**config.mk**
```make
export PLATFORM = sky130hd
export DESIGN_NAME = cstc_recent_cell
export DESIGN_NICKNAME = d
export VERILOG_FILES = /design/src/cstc_pkg.sv /design/src/cstc_recent_cell.sv
export SDC_FILE = /design/constraint.sdc
export NUM_CORES = 1
export LEC_CHECK = 0
export BUFFER_PORTS_ARGS = -buffer_cell sky130_fd_sc_hd__buf_2
export CAP_MARGIN = 20
export CORE_AREA = 4 4 118 120
export DETAILED_ROUTE_END_ITERATION = 16
export DIE_AREA = 0 0 122 124
export GPL_TIMING_DRIVEN = 1
export PLACE_DENSITY_LB_ADDON = 0.05
export SYNTH_ARGS = -nofsm -noshare
export SYNTH_HDL_FRONTEND = slang
export SYNTH_SLANG_ARGS = --single-unit
```
**constraint.sdc**
```tcl
create_clock -name clk -period 2.6 [get_ports clk]
set_input_delay 0.13 -clock clk [delete_from_list [all_inputs] [get_ports clk]]
set_output_delay 0.13 -clock clk [all_outputs]
set_load 0.1 [all_outputs]
```
**src/cstc_pkg.sv**
```systemverilog
// Shared types, constants and tables for the callsign token classifier.
package cstc_pkg;

    localparam int CALL_MAX_LEN = 12;
    localparam int KW_COUNT     = 30;
    localparam int KW_MAX       = 4;
    localparam logic [15:0] CONF_ONE = 16'd32768;

    localparam logic [7:0] CH_SPACE = 8'h20;
    localparam logic [7:0] CH_TAB   = 8'h09;
    localparam logic [7:0] CH_CR    = 8'h0D;
    localparam logic [7:0] CH_LF    = 8'h0A;
    localparam logic [7:0] CH_SLASH = 8'h2F;

    localparam logic EV_CALLSIGN = 1'b0;
    localparam logic EV_KEYWORD  = 1'b1;

    typedef enum logic [2:0] {
        ST_COLLECT,
        ST_DIVIDE,
        ST_SEARCH,
        ST_INSERT,
        ST_EMIT,
        ST_CLEAR
    } cstc_state_t;

    // Control from the sequencer to the recent-list cell chain.
    typedef struct packed {
        logic search;
        logic shift;
    } cstc_chain_ctl_t;

    function automatic logic is_digit(input logic [7:0] c);
        return (c >= 8'h30) && (c <= 8'h39);
    endfunction

    function automatic logic is_upper(input logic [7:0] c);
        return (c >= 8'h41) && (c <= 8'h5A);
    endfunction

    function automatic logic is_alnum(input logic [7:0] c);
        return is_digit(c) || is_upper(c);
    endfunction

    // Keyword table, each entry right padded with zero bytes.
    function automatic logic [31:0] kw_text(input int k);
        logic [31:0] t;
        case (k)
            0:  t = {"CQ", 16'h0};
            1:  t = {"DE", 16'h0};
            2:  t = "TEST";
            3:  t = {"599", 8'h0};
            4:  t = {"5NN", 8'h0};
            5:  t = {"NR", 16'h0};
            6:  t = {"TU", 16'h0};
            7:  t = {"73", 16'h0};
            8:  t = {"BK", 16'h0};
            9:  t = {"RST", 8'h0};
            10: t = {"QSL", 8'h0};
            11: t = {"QTH", 8'h0};
            12: t = "NAME";
            13: t = {"UR", 16'h0};
            14: t = {"CFM", 8'h0};
            15: t = {"GL", 16'h0};
            16: t = {"AGN", 8'h0};
            17: t = {"QRZ", 8'h0};
            18: t = {"K", 24'h0};
            19: t = {"R", 24'h0};
            20: t = {"OP", 16'h0};
            21: t = {"RIG", 8'h0};
            22: t = {"ANT", 8'h0};
            23: t = {"WX", 16'h0};
            24: t = {"SN", 16'h0};
            25: t = {"TNX", 8'h0};
            26: t = {"GM", 16'h0};
            27: t = {"GA", 16'h0};
            28: t = {"GE", 16'h0};
            29: t = {"FB", 16'h0};
            default: t = 32'h0;
        endcase
        return t;
    endfunction

    function automatic logic [2:0] kw_len(input int k);
        logic [31:0] t;
        logic [2:0]  n;
        t = kw_text(k);
        n = 3'd0;
        for (int i = 0; i < KW_MAX; i++)
        begin
            if (t[31 - 8*i -: 8] != 8'h0)
            begin
                n = 3'(i + 1);
            end
        end
        return n;
    endfunction

endpackage

```
**src/cstc_recent_cell.sv**
```systemverilog
// One entry of the recent-callsign list: holds a word and compares it with the probe.
module cstc_recent_cell #(
    parameter int NCH = 12
) (
    input  logic                        clk,
    input  logic                        rst_n,
    input  cstc_pkg::cstc_chain_ctl_t   ctl,
    input  logic                        prev_valid,
    input  logic [NCH*8-1:0]            prev_chars,
    input  logic [4:0]                  prev_len,
    input  logic [NCH*8-1:0]            probe_chars,
    input  logic [4:0]                  probe_len,
    output logic                        valid,
    output logic [NCH*8-1:0]            chars,
    output logic [4:0]                  len,
    output logic                        hit
);
    import cstc_pkg::*;

    logic             valid_reg;
    logic [NCH*8-1:0] chars_reg;
    logic [4:0]       len_reg;
    logic             hit_reg;

    always_ff @(posedge clk or negedge rst_n)
    begin
        if (!rst_n)
        begin
            valid_reg <= 1'b0;
            hit_reg   <= 1'b0;
        end
        else
        begin
            if (ctl.shift)
            begin
                valid_reg <= prev_valid;
            end
            // register the compare so the OR across the row is one level
            hit_reg <= ctl.search && valid_reg && (len_reg == probe_len)
                       && (chars_reg == probe_chars);
        end
    end

    always_ff @(posedge clk)
    begin
        if (ctl.shift)
        begin
            chars_reg <= prev_chars;
            len_reg   <= prev_len;
        end
    end

    assign valid = valid_reg;
    assign chars = chars_reg;
    assign len   = len_reg;
    assign hit   = hit_reg;
endmodule

```
# After elaboration in Yosys (flattened, before gate mapping)
# Index checks and enable logic that the tools add are counted.
[op_classes]
n_eq_ne = 2
n_reduce_logical = 3
[op_table]
columns = ["op", "count"]
rows = [
  ["$eq 96x96->1", 1],
  ["$eq 5x5->1", 1],
  ["$logic_and 1x1->1", 3],
]
[word_totals]
register_bits = 103
inputBits = 207
out_inout_bits = 103
word_cells = 9

# Longest topological paths before layout
[depth]
word_depth = 3
ltp_mapped = 5
mapped_depth_nobuf = 5

# Worst setup path before layout
# OpenSTA, ideal clock, no wires.
[synth_timing]
path_type = "reg2reg"
startpoint = "register chars_reg[2] (netlist: chars[2])"
endpoint = "register hit_reg (netlist: hit)"
setup_time_ps = 96
arrival_ps = 2146
required_time_ps = 2504
setup_slack_ps = 359
path_stages_with_launch = 6
path_buffers = 0
period_less_slack_ps = 2241
cell_sequence = "edfxtp_1 and2b_1 a2111o_1 nor4_1 nand4_1 nor4_2"
[synth_via]
elab_chain_cells = 2
[synth_lines]
columns = ["item", "line_no", "text"]
rows = [
  ["from (decl)", "cstc_recent_cell.sv:21", "logic [NCH*8-1:0] chars_reg;"],
  ["from (signal assigned)", "cstc_recent_cell.sv:48", "chars_reg <= prev_chars;"],
  ["$eq 96x96->1", "cstc_recent_cell.sv:40", "&& (chars_reg == probe_chars);"],
  ["$logic_and 1x1->1", "cstc_recent_cell.sv:40", ""],
  ["to (signal assigned)", "cstc_recent_cell.sv:39", "hit_reg <= ctl.search && valid_reg && (len_reg == probe_len)"],
  ["to (decl)", "cstc_recent_cell.sv:23", "logic hit_reg;"],
]
# No other way between the ends.
# A chain may end at the register's enable or synchronous reset.

# Worst setup path after layout
[layout_timing]
startpoint = "register len_reg[1] (netlist: len[1])"
endpoint = "register hit_reg (netlist: hit)"
[layout_via]
elab_chain_cells = 3
[layout_lines]
columns = ["item", "line_no", "text"]
rows = [
  ["from (decl)", "cstc_recent_cell.sv:22", "logic [4:0] len_reg;"],
  ["from (signal assigned)", "cstc_recent_cell.sv:49", "len_reg <= prev_len;"],
  ["$eq 5x5->1", "cstc_recent_cell.sv:39", ""],
  ["$logic_and 1x1->1", "cstc_recent_cell.sv:39", ""],
  ["$logic_and 1x1->1", "cstc_recent_cell.sv:40", ""],
]
# No other way between the ends.

==> reports/results.ini <==
[placed_design]
dpl.hpwl_um=12200
dp_slack_ns=0.678
dpl.cell_count=774
placed_cell_area_sq_um=6210
routabilityCongestion=0.744
io_buffers=309

[global_route]
grt_pass1_wl_um=22600
antenna_found_initial=0
grt_max_degree=46
overflow=0
grt_pass1_vias=4398
grt_usage=0.202

[pwr]
total_power_mw=4.96
seq_power_share=0.415
p_sw_mw=1.91
p_per_area_nw_per_um2=659
swShare=0.385
leakage_nw=3.32
clkPwrFrac=0.262
p_int_mw=3.05
combPwrFrac=0.323
peakVddDrop_uv=422

[sta]
setup_viol=0
fin_tns_setup_ns=0
min_period_ns=1.85
fmax_mhz=541
skew_ns=0.00546
slew-limit-headroom=0.591
fin_ws_ns=0.752
hold_violations=0
min_period_over_period=0.711
tightest_slew_ns=0.613
final_max_slew_viol_count=0
rsz0062_at_grt=no

[synthesis]
synth_edf_count=101
synth.yosys.warnings=0
ys_seq_area_frac=0.698
ys_seq_elements=103
ys_types=24
synthDominantCellAreaShare=0.687
netlist_instances=287
ys_top_cells_by_count=101 x edfxtp_1, 33 x xnor2_1, 28 x nor2b_1
avgSynthCellArea_sq_um=15.4
synthTopCellsByArea=edfxtp_1 69%, xnor2_1 6.5%, xor2_1 5.4%
async_reset_ff_frac=0.0194
syn_nets=494
ys.flop_type=edfxtp_1
yosysTopAreaCell=edfxtp_1
synth.most_common_cell=edfxtp_1
syn_area_sq_um=4420

[critical_path]
end_kind=flip-flop
crit_chain=nor2b_1, a2111o_1, nor4_1, nand4_1, nor4_2
crit_path_max_fanout=3
cpPeakStageDelay_ns=0.39
start_kind=flip-flop
rrSetupSlack_ns=0.75
critPathRequiredTime_ns=2.85
cpMaxStageDelayCell=edfxtp_1
path_class=reg2reg
crit_arrival_ns=2.10

[cells_and_area]
final_cell_count_no_fill=893
nets=919
fin_area_sq_um=7520
area_growth_pct=70.4
diodes=0
layout-drive-gt1-share=0.460
largest_reg_flops=96

[hold_path]
hp-class=in2async

[floorplanning]
rows=42
pin_count=310
fp.coreArea_sq_um=13000
die-area_sq_um=15100
die_w_um=122
die_y_um=124
initial_core_util=0.340

[routing]
routed_via_density=4.45
dr.first_iter.drc_count=137
drcViolationCount=0
drt-total-wl_um=15400
dr_total_vias=3978
wire_per_inst_um=17.3
antenna_left=0
first_pass_iters=4

[clock_network]
htreeDepth=3
clk_pin_slew_ns=0.07
cts_buffers=9
insertion_delay_ns=0.35
cts.sinks=103
ctsResizeCount=0
max-clock-path-buffers=2
root_buffer=clkbuf_16
cts_tree=yes

[run]
maxCapViolations=0

[run_status]
status=complete, no violations

power groups by stage:
stage,sequential [mW],clock (mW),combinational (mW)
3_3_place_gp,2.09,0,1.48
5_1_grt,2.07,1.41,1.67
3_5_place_dp,2.09,0,1.49
6_report,2.06,1.30,1.60
2_1_floorplan,3.01,0,0.173
4_1_cts,2.06,1.34,1.61
logic make-up after synthesis:
kind of cell	count (synthesis)	share of synthesized area
compound gates	28	0.0575
buf+inv	24	0.0204
xor+xnor	60	0.119
mux	1	0.00255
simple gates	71	0.102
flops	103	0.698
worst max-delay path, delay by kind of cell, from the launching register on:
kind	cells	cell delay, ns
AOI/OAI and AO/OA	1	0.39
DFF	1	0.39
and+or+nand+nor	4	0.96
final timing paths:
check / start / endpoint / cells past startpoint
min reg2reg: valid$_DFFE_PN0P_ / valid$_DFFE_PN0P_ / 1
max reg2reg: len[1]$_DFFE_PP_ / hit$_DFF_PN0_ / 5
min: rst_n / hit$_DFF_PN0_ / 2
max: len[1]$_DFFE_PP_ / hit$_DFF_PN0_ / 5
min in group clk: ctl[1] / hit$_DFF_PN0_ / 5
max in group asynchronous: rst_n / valid$_DFFE_PN0P_ / 2
through the flow:
step	hold WS, ns	util
final	0.113	0.580
after global routing	0.0933	0.580
after CTS	0.107	0.580
after detailed placement	-0.0729	0.479
after global placement	-0.0767	0.479
after floorplan	-0.166	-
area by class of cell:
| type | instances | area (sq um) |
|---|---|---|
| clock buffer | 9 | 225 |
| clock inverter | 7 | 56.3 |
| fill | 1129 | 5460 |
| inverter | 24 | 90.1 |
| multi-input combinational | 160 | 1240 |
| sequential | 103 | 3080 |
| tap | 176 | 220 |
| timing repair buffer | 414 | 2610 |
repair_timing:
item | 4_1_cts | 5_1_grt
endpoints found under the hold margin | 104 | 0
setup endpoints to repair | 0 | 0
setup buffers | 0 | 0
hold buffers | 103 | 0
metal layers:
layer / vias up / part of all wire / global-route usage
met1: 1836 / 0.35 / 0.215
met5: - / 0 / 0
met4: 0 / 0.016 / 0.0553
li1: 1928 / - / -
met3: 16 / 0.090 / 0.0731
met2: 198 / 0.54 / 0.376
layout by cell type (no fill, tap or decap), drive strengths merged:
master / netlist / final
nor2: 1 / 1
o221ai: 3 / 3
a22oi: 1 / 1
buf: 0 / 311
dlygate4sd3: 0 / 103
and2b: 4 / 4
edfxtp: 101 / 101
xnor2: 33 / 33
clkbuf: 0 / 9
o22ai: 7 / 7
nand2: 1 / 1
mux2: 1 / 1
a2111oi: 1 / 1
xor2: 27 / 27
nand3: 1 / 1
and4: 1 / 1
a21oi: 1 / 1
a2111o: 10 / 10
clkinv: 0 / 3
dfrtp: 2 / 2
inv: 24 / 27
o2111ai: 4 / 4
a22o: 1 / 1
clkinvlp: 0 / 1
nand2b: 10 / 10
nor2b: 28 / 28
nand4: 10 / 10
nor4: 15 / 15
No activity file was read; power rests on OpenSTA's default activity.
