--- src/cstc_pkg.sv ---
// Shared types, constants and tables for the callsign token classifier.
package cstc_pkg;

    localparam int CALL_MAX_LEN = 12;
    localparam int KW_COUNT     = 30;
    localparam int KW_MAX       = 4;
    localparam logic [15:0] CONF_ONE = 16'd32768;

    localparam logic [7:0] CH_SPACE = 8'h20;
    localparam logic [7:0] CH_TAB   = 8'h09;
    localparam logic [7:0] CH_CR    = 8'h0D;
    localparam logic [7:0] CH_LF    = 8'h0A;
    localparam logic [7:0] CH_SLASH = 8'h2F;

    localparam logic EV_CALLSIGN = 1'b0;
    localparam logic EV_KEYWORD  = 1'b1;

    typedef enum logic [2:0] {
        ST_COLLECT,
        ST_DIVIDE,
        ST_SEARCH,
        ST_INSERT,
        ST_EMIT,
        ST_CLEAR
    } cstc_state_t;

    // Control from the sequencer to the recent-list cell chain.
    typedef struct packed {
        logic search;
        logic shift;
    } cstc_chain_ctl_t;

    function automatic logic is_digit(input logic [7:0] c);
        return (c >= 8'h30) && (c <= 8'h39);
    endfunction

    function automatic logic is_upper(input logic [7:0] c);
        return (c >= 8'h41) && (c <= 8'h5A);
    endfunction

    function automatic logic is_alnum(input logic [7:0] c);
        return is_digit(c) || is_upper(c);
    endfunction

    // Keyword table, each entry right padded with zero bytes.
    function automatic logic [31:0] kw_text(input int k);
        logic [31:0] t;
        case (k)
            0:  t = {"CQ", 16'h0};
            1:  t = {"DE", 16'h0};
            2:  t = "TEST";
            3:  t = {"599", 8'h0};
            4:  t = {"5NN", 8'h0};
            5:  t = {"NR", 16'h0};
            6:  t = {"TU", 16'h0};
            7:  t = {"73", 16'h0};
            8:  t = {"BK", 16'h0};
            9:  t = {"RST", 8'h0};
            10: t = {"QSL", 8'h0};
            11: t = {"QTH", 8'h0};
            12: t = "NAME";
            13: t = {"UR", 16'h0};
            14: t = {"CFM", 8'h0};
            15: t = {"GL", 16'h0};
            16: t = {"AGN", 8'h0};
            17: t = {"QRZ", 8'h0};
            18: t = {"K", 24'h0};
            19: t = {"R", 24'h0};
            20: t = {"OP", 16'h0};
            21: t = {"RIG", 8'h0};
            22: t = {"ANT", 8'h0};
            23: t = {"WX", 16'h0};
            24: t = {"SN", 16'h0};
            25: t = {"TNX", 8'h0};
            26: t = {"GM", 16'h0};
            27: t = {"GA", 16'h0};
            28: t = {"GE", 16'h0};
            29: t = {"FB", 16'h0};
            default: t = 32'h0;
        endcase
        return t;
    endfunction

    function automatic logic [2:0] kw_len(input int k);
        logic [31:0] t;
        logic [2:0]  n;
        t = kw_text(k);
        n = 3'd0;
        for (int i = 0; i < KW_MAX; i++)
        begin
            if (t[31 - 8*i -: 8] != 8'h0)
            begin
                n = 3'(i + 1);
            end
        end
        return n;
    endfunction

endpackage

--- src/cstc_divider.sv ---
// Restoring divider: conf_sum over word length, one quotient bit a cycle.
module cstc_divider (
    input  logic        clk,
    input  logic        rst_n,
    input  logic        start,
    input  logic [19:0] dividend,
    input  logic [4:0]  divisor,
    output logic        done,
    output logic [15:0] quotient
);
    import cstc_pkg::*;

    logic [19:0] q_reg;
    logic [4:0]  r_reg;
    logic [4:0]  cnt_reg;
    logic        busy_reg;
    logic        done_reg;
    logic [5:0]  trial;

    assign trial = {r_reg, q_reg[19]} - {1'b0, divisor};

    always_ff @(posedge clk or negedge rst_n)
    begin
        if (!rst_n)
        begin
            busy_reg <= 1'b0;
            cnt_reg  <= 5'd0;
            done_reg <= 1'b0;
        end
        else
        begin
            // raise done once the last quotient bit has landed
            done_reg <= busy_reg && (cnt_reg == 5'd1);
            if (start)
            begin
                busy_reg <= 1'b1;
                cnt_reg  <= 5'd20;
            end
            else if (busy_reg)
            begin
                cnt_reg <= cnt_reg - 5'd1;
                if (cnt_reg == 5'd1)
                begin
                    busy_reg <= 1'b0;
                end
            end
        end
    end

    always_ff @(posedge clk)
    begin
        if (start)
        begin
            q_reg <= dividend;
            r_reg <= 5'd0;
        end
        else if (busy_reg)
        begin
            if (!trial[5])
            begin
                r_reg <= trial[4:0];
                q_reg <= {q_reg[18:0], 1'b1};
            end
            else
            begin
                r_reg <= {r_reg[3:0], q_reg[19]};
                q_reg <= {q_reg[18:0], 1'b0};
            end
        end
    end

    assign done     = done_reg;
    assign quotient = q_reg[15:0];
endmodule

--- config.mk ---
export PLATFORM = sky130hd
export DESIGN_NAME = cstc_divider
export DESIGN_NICKNAME = d
export VERILOG_FILES = /design/src/cstc_pkg.sv /design/src/cstc_divider.sv
export SDC_FILE = /design/constraint.sdc
export NUM_CORES = 1
export LEC_CHECK = 0
export ABC_CLOCK_PERIOD_IN_PS = 4900
export BUFFER_PORTS_ARGS = -buffer_cell sky130_fd_sc_hd__buf_4
export CORE_MARGIN = 2
export CORE_UTILIZATION = 40
export DETAILED_ROUTE_END_ITERATION = 7
export PLACE_DENSITY = 0.62
export REMOVE_ABC_BUFFERS = 1
export SKIP_LAST_GASP = 1
export SLEW_MARGIN = 20
export SYNTH_ARGS = -nofsm -noshare
export SYNTH_HDL_FRONTEND = slang
export SYNTH_SLANG_ARGS = --single-unit
--- constraint.sdc ---
create_clock -name clk -period 4.9 [get_ports clk]
set_clock_uncertainty 0.2 [all_clocks]
set_input_delay 0.735 -clock clk [delete_from_list [all_inputs] [get_ports clk]]
set_output_delay 0.735 -clock clk [all_outputs]
set_load 0.01 [all_outputs]
## Word-level counts from Yosys, hierarchy flattened

Cells that the tools add are included.

- Flip-flop bits (word level): 32
- Input bits: 28
- Output and inout port bits: 17
- Logic and storage cells: 19

- Add/sub/neg operators: 2
- Equal/unequal tests: 1
- Muxes and demuxes: 9
- Reduce and logical (&&, ||, !) cells: 2

Operators by type and width:

| cell | number |
|---|---|
| 20-bit 2-to-1 mux | 2 |
| 5-bit 2-to-1 mux | 3 |
| 6-bit by 5-bit subtractor with 6-bit output | 1 |
| 5-bit by 1-bit equality test with 1-bit output (second input constant) | 1 |
| 5-bit by 1-bit subtractor with 5-bit output (second input constant) | 1 |
| 1-bit 2-to-1 mux | 4 |
| 2-bit nonzero test | 1 |
| 1-bit logical AND | 1 |

## Depth between registers and ports, before layout

- Depth in word-level cells: 4
- Mapped depth: 9
- Mapped depth without buffers: 9

## Worst setup path before layout

Ideal clock, no wire load.

- Path type: input-to-reg
- From: input divisor[4]
- To: register r_reg[0]
- Library setup time: 0.086 ns
- Arrival time: 2.426 ns
- Data required time: 4.614 ns
- Setup slack: 2.188 ns
- Cell stages on the path: 7
- Buffers on the path: 0
- Cell sequence: inv_1 > ha_1 > nor2b_1 > a221o_1 > a211oi_4 > mux2_2 > a211oi_1

- Cells in the longest elaborated chain, start to end: 2

Ends and longest elaborated chain:

| item | line | RTL |
|---|---|---|
| from (decl) | cstc_divider.sv:7 | `input logic [4:0] divisor,` |
| 6-bit by 5-bit subtractor with 6-bit output | cstc_divider.sv:20 | `assign trial = {r_reg, q_reg[19]} - {1'b0, divisor};` |
| 5-bit 2-to-1 mux | cstc_divider.sv:59 | `if (!trial[5])` |
| to (signal assigned) | cstc_divider.sv:61 | `r_reg <= trial[4:0];` |
| to (signal assigned) | cstc_divider.sv:66 | `r_reg <= {r_reg[3:0], q_reg[19]};` |
| to (decl) | cstc_divider.sv:14 | `logic [4:0] r_reg;` |

No other way between the ends.
A chain may end at the register's enable or synchronous reset.

## Final worst setup path

Ends and elaborated chain as after synthesis.

==> out/results.txt <==
first-pass GRT wire length - 5290 µm
post-DR vias/cell - 5.01
Slew Viols, Final - 0
final hold vios - 0
Synth Warn # - 0
Final min period - 2610 ps
Root Driver - clkbuf_8
# fillers - 408
largest net degree at the start of global routing - 36
Worst Tran Pin Value - 557 ps
routed wl met2 - 1450 µm
Mapped Cells - 144
port bufs - 44
max FFs per register - 20
CTS-repair resized insts - 0
clock latency on the worst-skew pair - 280 ps
global-route usage over all layers - 0.135
Cell variety after synth - 35
CP Cell Sequence - buf_4 -> inv_1 -> ha_1 -> nor2b_1 -> a221o_1 -> a211oi_4 -> mux2_2 -> a211oi_1
antenna fix cells - 0
Rows - 24
Peak VDD IR - 0.198 mV
Post-Route WL - 3080 µm
Setup Fix Bufs, Post-CTS - 0
FMAX - 0.382 GHz
CP max stage cell - mux2_2
Seq/Total Area, Yosys - 0.500
DRT iter0 DRCs - 43
die area - 4920 µm²
crit path kind - in -> reg
CTS tree - done
Synth Flop Type - edfxtp_1
CP max FO - 7
H-tree depth - 2
hpwl dp - 2190 µm
TritonCTS buffer count - 5
Worst slew margin - 0.629
Non-Filler Instances - 226
Tcrit/Tclk final - 0.534
total grt overflow - 0
mean routed wirelength per cell - 13.6 µm
Worst Setup Start Kind - input port
synth-to-layout area growth - 20.5%
Max-Cap Viols - 0
Cells after DPL - 218
worst path arrival time - 2610 ps
chip height - 70.2 µm
Yosys reg bits - 32
worst hold path class - in -> async
I/O pin total - 45
setup TNS - 0 ps
Clk pin slew, worst setup/hold paths - 60 ps
Routability Congestion - 0.820
DRT met1 WL - 1390 µm
vias - 1,132
RSZ-0062 raised after global routing - false
vias in the first global route - 1,163
Power Dens Cells - 419 nW/µm²
Die X - 70.2 µm
initial core utilization - 0.408
Max clock buf depth - 2
Lkg Pwr - 0.928 nW
met3 wire length - 201 µm
initial antenna violation count - 0
Nets - 209
residual DRC count - 0
hold buffers post-CTS - 0
Antenna Nets Post-Route - 0
Critical Path RT - 4900 ps
status - finished clean
ys async rst share - 0.219
final setup vio count - 0
Max Used Layer - met4
Cell Area, Synth - 1750 µm²
Setup crit end kind - flop
post-synthesis average cell area - 12.2 µm²
CP max stage delay - 390 ps
Pre-antenna DRT Iters - 4
share of layout cells above drive strength 1 - 0.425
Clock Sinks - 32
total core area - 4290 µm²
Post-synth EDFFs - 20
==> cells by family (layout without fill, tap and decap cells) <==
logic type,Yosys count,in the layout,share of synthesized area
xor+xnor,6,6,0.0300
flops,32,32,0.500
compound gates,18,18,0.0829
buf+inv,32,62,0.103
simple gates,25,25,0.0771
fa+ha+maj,8,8,0.0614
mux,23,23,0.146
==> synthesized netlist by cell type, types with 2 or more instances <==
| cell type | count | share of area |
|---|---|---|
| nor2_1 | 9 | 0.019 |
| nor3_1 | 2 | 0.0057 |
| nor2b_1 | 2 | 0.0071 |
| nand2b_1 | 3 | 0.011 |
| edfxtp_1 | 20 | 0.34 |
| nand2_1 | 2 | 0.0043 |
| mux2_2 | 20 | 0.13 |
| buf_4 | 16 | 0.069 |
| a211oi_1 | 5 | 0.021 |
| mux2i_1 | 3 | 0.017 |
| ha_1 | 7 | 0.050 |
| a21oi_1 | 2 | 0.0057 |
| nor3b_1 | 2 | 0.0086 |
| dfxtp_1 | 5 | 0.057 |
| xnor2_1 | 5 | 0.025 |
| dfrtp_1 | 7 | 0.10 |
| inv_1 | 10 | 0.021 |
| clkbuf_1 | 5 | 0.011 |
| o21ai_0 | 3 | 0.0086 |
==> metal layers <==
metal,track usage,vias to the layer above
li1,-,550
met1,0.176,534
met2,0.206,42
met3,0.0577,6
met4,0.0406,0
met5,0,-
==> power breakdown <==
part / switching, mW / total, mW / internal, mW
registers: 0.0309 / 0.367 / 0.336
logic: 0.122 / 0.275 / 0.153
clock network: 0.0947 / 0.243 / 0.148
total: 0.248 / 0.884 / 0.637
==> metrics by stage <==
stage                     setup slack, ps   util  cell area (µm²)  hold slack, ps  power, mW
final                                2290  0.492             2110            51.6      0.884
after global routing                 2220  0.492             2110            43.0      0.941
after CTS                            2290  0.492             2110            42.9      0.896
after detailed placement             1990  0.467             2000             305      0.647
after global placement               2040  0.467             2000             303      0.640
after floorplan                      2190      -             1610             239      0.561
==> cell usage in the layout (no fill, tap or decap), drive strengths merged, types with 3 or more instances in the layout <==
cell	Yosys	routed
dfxtp	5	5
dfrtp	7	7
mux2i	3	3
a211oi	6	6
inv	10	10
edfxtp	20	20
nor2	9	9
buf	17	44
mux2	20	20
xnor2	5	5
o21ai	3	3
nand2b	3	3
clkbuf	5	5
ha	7	7
==> worst max-delay path, delay by kind of cell <==
kind / cells / cell delay (ps)
adders and majority gates: 1 / 320
buffers and inverters: 2 / 100
and+or+nand+nor: 1 / 160
AOI/OAI and AO/OA: 3 / 910
muxes: 1 / 390
==> path summary, 6_finish.rpt <==
kind | start | cells past startpoint | endpoint | slack [ps]
max | divisor[4] | 8 | r_reg[0] | 2290
max reg2reg | r_reg[3] | 6 | r_reg[0] | 2510
min | rst_n | 1 | cnt_reg[1] | 50
min in group clk | r_reg[4] | 2 | r_reg[4] | 310
min reg2reg | r_reg[4] | 2 | r_reg[4] | 310
max in group asynchronous | rst_n | 1 | cnt_reg[3] | 4330
==> cell type report <==
class	instances	area (µm²)	share of cell area
sequential	32	876	0.415
multi-input combinational	80	696	0.330
timing repair buffer	44	330	0.156
clock buffer	5	68.8	0.0326
tap	52	65.1	0.0308
clock inverter	3	37.5	0.0178
inverter	10	37.5	0.0178
Note: power is estimated with default switching activity, not from simulation.
